[src/hw/rtl/complex_vector_alu_macros.svh]
// Assertion macros for the complex vector ALU.
// Included by the RTL files that carry concurrent assertions; no other dependencies.
`ifndef COMPLEX_VECTOR_ALU_MACROS_SVH
`define COMPLEX_VECTOR_ALU_MACROS_SVH

`ifndef SYNTHESIS
// Checked property, masked while reset is high.
`define CVA_ASSERT(label, clk, rst, prop) \
  label: assert property (@(posedge clk) disable iff (rst) prop) \
    else $error("complex_vector_alu assertion failed");
// Checked property that also holds across reset.
`define CVA_ASSERT_ALWAYS(label, clk, prop) \
  label: assert property (@(posedge clk) prop) \
    else $error("complex_vector_alu assertion failed");
`else
`define CVA_ASSERT(label, clk, rst, prop)
`define CVA_ASSERT_ALWAYS(label, clk, prop)
`endif

`endif

[src/hw/rtl/cva_pkg.sv]
// Shared types and constants for the complex vector ALU.
// No dependencies; the other RTL files that use it refer to it by scoped names.
package cva_pkg;

  localparam int unsigned Q_FRAC = 14;
  localparam int unsigned CFG_INDEX_W = 8;

  typedef enum logic [2:0] {
    OP_CONJ  = 3'd0,
    OP_NEG   = 3'd1,
    OP_SCALE = 3'd2,
    OP_SHIFT = 3'd3,
    OP_ADD   = 3'd4,
    OP_SUB   = 3'd5,
    OP_MUL   = 3'd6,
    OP_AXPBY = 3'd7
  } op_t;

  typedef enum logic [CFG_INDEX_W-1:0] {
    CFG_ALPHA_RE = 8'd0,
    CFG_ALPHA_IM = 8'd1,
    CFG_BETA_RE  = 8'd2,
    CFG_BETA_IM  = 8'd3
  } cfg_reg_t;

  localparam logic signed [15:0] ALPHA_RE_RESET = 16'sd16384;
  localparam logic signed [15:0] COEF_ZERO      = 16'sd0;
  localparam logic signed [33:0] ROUND_HALF     = 34'sd8192;
  localparam logic signed [19:0] SAT_MAX_W      = 20'sd32767;
  localparam logic signed [19:0] SAT_MIN_W      = -20'sd32768;
  localparam logic signed [15:0] SAT_MAX        = 16'sh7fff;
  localparam logic signed [15:0] SAT_MIN        = 16'sh8000;

  typedef struct packed {
    op_t               operation;
    logic signed [15:0] x_re;
    logic signed [15:0] x_im;
    logic signed [15:0] y_re;
    logic signed [15:0] y_im;
    logic               last;
  } item_t;

  typedef struct packed {
    logic signed [15:0] a_re;
    logic signed [15:0] a_im;
    logic signed [15:0] b_re;
    logic signed [15:0] b_im;
  } coef_t;

  // Partial products of one element and the result of the operations
  // that need no multiplier.
  typedef struct packed {
    op_t                operation;
    logic               last;
    logic signed [31:0] rr;
    logic signed [31:0] ii;
    logic signed [31:0] ri;
    logic signed [31:0] ir;
    logic signed [31:0] brr;
    logic signed [31:0] bii;
    logic signed [31:0] bri;
    logic signed [31:0] bir;
    logic signed [16:0] lin_re;
    logic signed [16:0] lin_im;
  } prod_t;

  typedef struct packed {
    logic signed [15:0] z_re;
    logic signed [15:0] z_im;
    logic               saturated;
    logic               last_out;
  } result_t;

endpackage

[src/hw/rtl/cva_combine.sv]
// Result stage: sums the partial products, rounds half up, saturates each
// part and registers the result. Uses cva_pkg types and constants.
module cva_combine (
  input  logic             clk,
  input  logic             rst,
  input  logic             in_valid,
  output logic             in_ready,
  input  cva_pkg::prod_t   prod,
  output logic             out_valid,
  input  logic             out_ready,
  output cva_pkg::result_t result
);

  logic               valid;
  cva_pkg::result_t   result_next;
  cva_pkg::result_t   result_q;

  logic signed [33:0] acc_re;
  logic signed [33:0] acc_im;
  logic signed [33:0] rnd_re;
  logic signed [33:0] rnd_im;
  logic signed [19:0] wide_re;
  logic signed [19:0] wide_im;
  logic               uses_mult;
  logic               clip_re;
  logic               clip_im;

  always_comb begin
    acc_re = 34'(prod.rr) - 34'(prod.ii);
    acc_im = 34'(prod.ri) + 34'(prod.ir);
    if (prod.operation == cva_pkg::OP_AXPBY) begin
      acc_re = acc_re + 34'(prod.brr) - 34'(prod.bii);
      acc_im = acc_im + 34'(prod.bri) + 34'(prod.bir);
    end
    // Adding one half and dropping the fraction bits rounds exact halves up.
    rnd_re = acc_re + cva_pkg::ROUND_HALF;
    rnd_im = acc_im + cva_pkg::ROUND_HALF;

    uses_mult = (prod.operation == cva_pkg::OP_SCALE) ||
                (prod.operation == cva_pkg::OP_MUL) ||
                (prod.operation == cva_pkg::OP_AXPBY);
    if (uses_mult) begin
      wide_re = signed'(rnd_re[33:cva_pkg::Q_FRAC]);
      wide_im = signed'(rnd_im[33:cva_pkg::Q_FRAC]);
    end else begin
      wide_re = 20'(prod.lin_re);
      wide_im = 20'(prod.lin_im);
    end

    clip_re = 1'b1;
    clip_im = 1'b1;
    if (wide_re > cva_pkg::SAT_MAX_W) begin
      result_next.z_re = cva_pkg::SAT_MAX;
    end else if (wide_re < cva_pkg::SAT_MIN_W) begin
      result_next.z_re = cva_pkg::SAT_MIN;
    end else begin
      result_next.z_re = wide_re[15:0];
      clip_re = 1'b0;
    end
    if (wide_im > cva_pkg::SAT_MAX_W) begin
      result_next.z_im = cva_pkg::SAT_MAX;
    end else if (wide_im < cva_pkg::SAT_MIN_W) begin
      result_next.z_im = cva_pkg::SAT_MIN;
    end else begin
      result_next.z_im = wide_im[15:0];
      clip_im = 1'b0;
    end
    result_next.saturated = clip_re || clip_im;
    result_next.last_out  = prod.last;
  end

  assign in_ready = !valid || out_ready;

  always_ff @(posedge clk) begin
    if (rst) begin
      valid <= 1'b0;
    end else if (in_ready) begin
      valid <= in_valid;
    end
  end

  always_ff @(posedge clk) begin
    if (in_valid && in_ready) begin
      result_q <= result_next;
    end
  end

  assign out_valid = valid;
  assign result    = result_q;

endmodule

[config.mk]
export PLATFORM = sky130hd
export DESIGN_NAME = cva_combine
export DESIGN_NICKNAME = d
export VERILOG_FILES = /design/src/hw/rtl/complex_vector_alu_macros.svh /design/src/hw/rtl/cva_pkg.sv /design/src/hw/rtl/cva_combine.sv
export SDC_FILE = /design/constraint.sdc
export NUM_CORES = 1
export LEC_CHECK = 0
export BUFFER_PORTS_ARGS = -buffer_cell sky130_fd_sc_hd__buf_2
export CAP_MARGIN = 5
export CORE_MARGIN = 2
export CORE_UTILIZATION = 39
export DETAILED_ROUTE_END_ITERATION = 8
export GPL_ROUTABILITY_DRIVEN = 0
export PLACE_DENSITY = 0.6
export SETUP_SLACK_MARGIN = 0.2
export SYNTH_ARGS = -nofsm -noshare
export SYNTH_HDL_FRONTEND = slang
export SYNTH_SLANG_ARGS = --single-unit
[constraint.sdc]
create_clock -name clk -period 9 [get_ports clk]
set_clock_uncertainty 0.05 [all_clocks]
set_input_delay 1.8 -clock clk [delete_from_list [all_inputs] [get_ports clk]]
set_output_delay 1.8 -clock clk [all_outputs]
set_load 0.005 [all_outputs]
==> flow_summary.json <==
{
  "rows": 65,
  "route.detailed.drc": 0,
  "end_kind": "flip-flop",
  "fin_crit_sh_pct": 92.7,
  "finalSetupViolCount": 0,
  "fin_nets": 2496,
  "ys_ff_latch": 35,
  "p_per_area_mw_per_mm2": 167,
  "synth_edf_count": 34,
  "place_hpwl_mm": 35.5,
  "start_util_pct": 39.6,
  "leakage_nw": 6.99,
  "die_w_um": 183,
  "cap_violations": 0,
  "drive_gt1_share_pct": 20.4,
  "yosys.area.top_type": "ha_1",
  "drt-pass1-iter-count": 5,
  "hold_buffers": 0,
  "status": "completed",
  "antenna_found_initial": 4,
  "syn_area_per_cell_um2": 7.32,
  "period_needed_ns": 8.34,
  "ir_worst_vdd_mv": 0.0724,
  "postSynth.asyncResetShare_pct": 0,
  "vias": 13800,
  "drv_slew": 0,
  "ant_nets": 0,
  "critPathLaunchType": "input port",
  "die_height_um": 183,
  "core_area_mm2": 0.0316,
  "netlist.area_leader.share_pct": 13.1,
  "wl_per_cell_um": 17.2,
  "io_pins": 334,
  "clk_pin_slew_worst_paths_ns": 0.05,
  "synth-main-ff-cell": "edfxtp_1",
  "seq_area_frac_synth_pct": 8.31,
  "cts_tree": "built",
  "ys_warn_count": 0,
  "postSynthCellCount": 1711,
  "final_area_mm2": 0.0147,
  "cp.required_ns": 8.97,
  "synth_nets": 2206,
  "grt_pass1_wl_mm": 65.0,
  "cts.sinks": 35,
  "total_power_mw": 2.46,
  "syn_area_mm2": 0.0125,
  "grt-ovfl-total": 0,
  "cts_buffers": 5,
  "port-buffer-count": 333,
  "holdCritPathClass": "flip-flop to flip-flop",
  "htree_levels": 2,
  "drt-total-wl_mm": 41.3,
  "insertion_delay_ns": 0.27,
  "die_area_mm2": 0.0336,
  "max_slew_margin_pct": 29.6,
  "drt_iter0_drc": 951,
  "placed_area_mm2": 0.0145,
  "cp.arrival_ns": 8.31,
  "synth.area.top_cells": "ha_1 13%, fa_1 11%, edfxtp_1 8.1%",
  "grt_max_degree": 42,
  "cts_buffer_depth": 2,
  "track_usage_pct": 23.6,
  "grt_setup_unrepaired": "no",
  "holdWs_ns": 0.461,
  "synth.distinct_cells": 89,
  "vias_per_cell": 5.74,
  "finalSetupTns_ns": 0,
  "grt_pass1_vias": 13400,
  "crit_type": "input port to flip-flop",
  "final_hold_viol_count": 0,
  "worst_slew_pin_slew_ns": 1.05,
  "root_buffer": "clkbuf_16",
  "fmax_mhz": 120,
  "cp_max_fo": 11,
  "syn_to_final_growth_pct": 17.4
}
## cell type report
class                      instances  area [um2]
antenna                            4        10.0
clock buffer                       7         133
clock inverter                     1        5.00
fill                            3307       16900
inverter                         195         732
multi-input combinational       1418       10500
sequential                        35        1040
tap                              402         503
timing repair buffer             346        1760
## cells in the mapped netlist (9+ instances only)
library cell / number
a211oi_1: 22
a21oi_1: 160
xnor2_1: 54
o21ai_0: 115
inv_1: 195
a21oi_2: 9
nor3b_1: 14
or3_1: 15
a31oi_1: 24
a211o_1: 9
nor2_1: 112
and3_1: 31
o31ai_1: 10
nor2b_1: 12
ha_1: 131
o211ai_1: 19
edfxtp_1: 34
nand3_1: 45
mux2i_1: 25
nor4_1: 11
o21bai_1: 11
buf_2: 21
xor2_1: 36
nand4_1: 27
a21boi_0: 9
nand3b_1: 13
clkbuf_1: 32
o21a_1: 18
and2_1: 23
nor3_1: 38
fa_1: 66
nand2b_1: 14
a21o_1: 44
nand2_1: 159
## layer usage
| metal | wire [um] | share of wire [%] | track usage [%] | vias to the layer above |
|---|---|---|---|---|
| li1 | - | - | - | 6773 |
| met1 | 17300 | 42 | 29.5 | 6432 |
| met2 | 20200 | 49 | 42.8 | 551 |
| met3 | 2530 | 6.1 | 2.26 | 69 |
| met4 | 1270 | 3.1 | 7.26 | 0 |
| met5 | 0 | 0 | 0 | - |
## path summary, 6_finish.rpt
path,from,end,slack [ns],cells after the start
setup / recovery,prod[230],result[22],0.66,27
hold / removal,out_valid,out_valid,0.46,2
setup reg to reg,out_valid,result[8],7.67,3
hold reg to reg,out_valid,out_valid,0.46,2
## what timing repair did
item	4_1_cts	5_1_grt
resized for setup	0	8
endpoints found under the setup margin	0	22
buffers inserted	0	0
## through the flow
stage | std cells | worst slack (ns) | util (%)
2_1_floorplan | 1711 | 1.13 | -
3_3_place_gp | 2396 | 0.391 | 45.9
3_5_place_dp | 2396 | 0.137 | 45.9
4_1_cts | 2404 | 0.408 | 46.3
5_1_grt | 2406 | 0.146 | 46.5
6_report | 2408 | 0.658 | 46.5
## cell usage in the layout (no fill, tap or decap), types with 7 or more instances in the layout
master and instances:
a32oi_1 7, and2_1 23, o21ai_0 114, nor4_1 10
ha_1 131, a31oi_1 24, o21bai_1 11, inv_1 195
nor3b_1 14, nand4_1 27, nand2b_1 14, o21a_1 18
nand2_1 159, or3_1 15, nor2b_1 12, o31ai_1 10
a21boi_0 9, xor2_1 35, fa_1 66, mux2i_1 25
a21o_1 44, nand3_1 44, buf_2 333, a211o_1 9
nor2_1 112, a211oi_1 22, and3_1 30, o211ai_1 19
a21oi_1 159, a31o_2 8, nand3b_1 13, xnor2_1 54
edfxtp_1 34, a21oi_2 10, buf_4 13, nor3_1 38
## logic make-up after synthesis
family | Yosys count | synth area share (%)
and+or+nand+nor | 554 | 22.5
AOI/OAI and AO/OA | 547 | 28.6
adders and majority gates | 197 | 23.6
xor gates and xnor gates | 91 | 6.42
DFF | 35 | 8.31
muxes | 29 | 2.36
buffers and inverters | 258 | 8.19
## state kept, by name, summed over array words and instances, names as in the netlist
register   cells
result        34
out_valid      1
## worst max-delay path, cell delays in order
cell and delay [ns]:
buf_2 0.07, inv_1 0.03, ha_1 0.34, and2_1 0.19
o211ai_1 0.20, a211oi_1 0.63, nor2_1 0.15, xnor2_1 0.30
inv_1 0.12, fa_1 0.51, inv_1 0.05, ha_1 0.47
and3_1 0.21, nand3_1 0.13, or4_1 0.42, o211ai_1 0.39
a31oi_1 0.26, o31ai_1 0.30, buf_4 0.18, mux2i_1 0.18
nand3_1 0.14, or3_1 0.37, a31oi_1 0.20, a221oi_1 0.12
a211oi_2 0.24, buf_4 0.20, o21ai_0 0.09
## where the power goes
| part | total, mW | switching [mW] | internal, mW |
|---|---|---|---|
| combinational | 2.08 | 1.26 | 0.818 |
| clock | 0.163 | 0.0606 | 0.102 |
| sequential | 0.217 | 0.00603 | 0.211 |
| total | 2.46 | 1.33 | 1.13 |
Note: power is estimated with default switching activity, not from simulation.
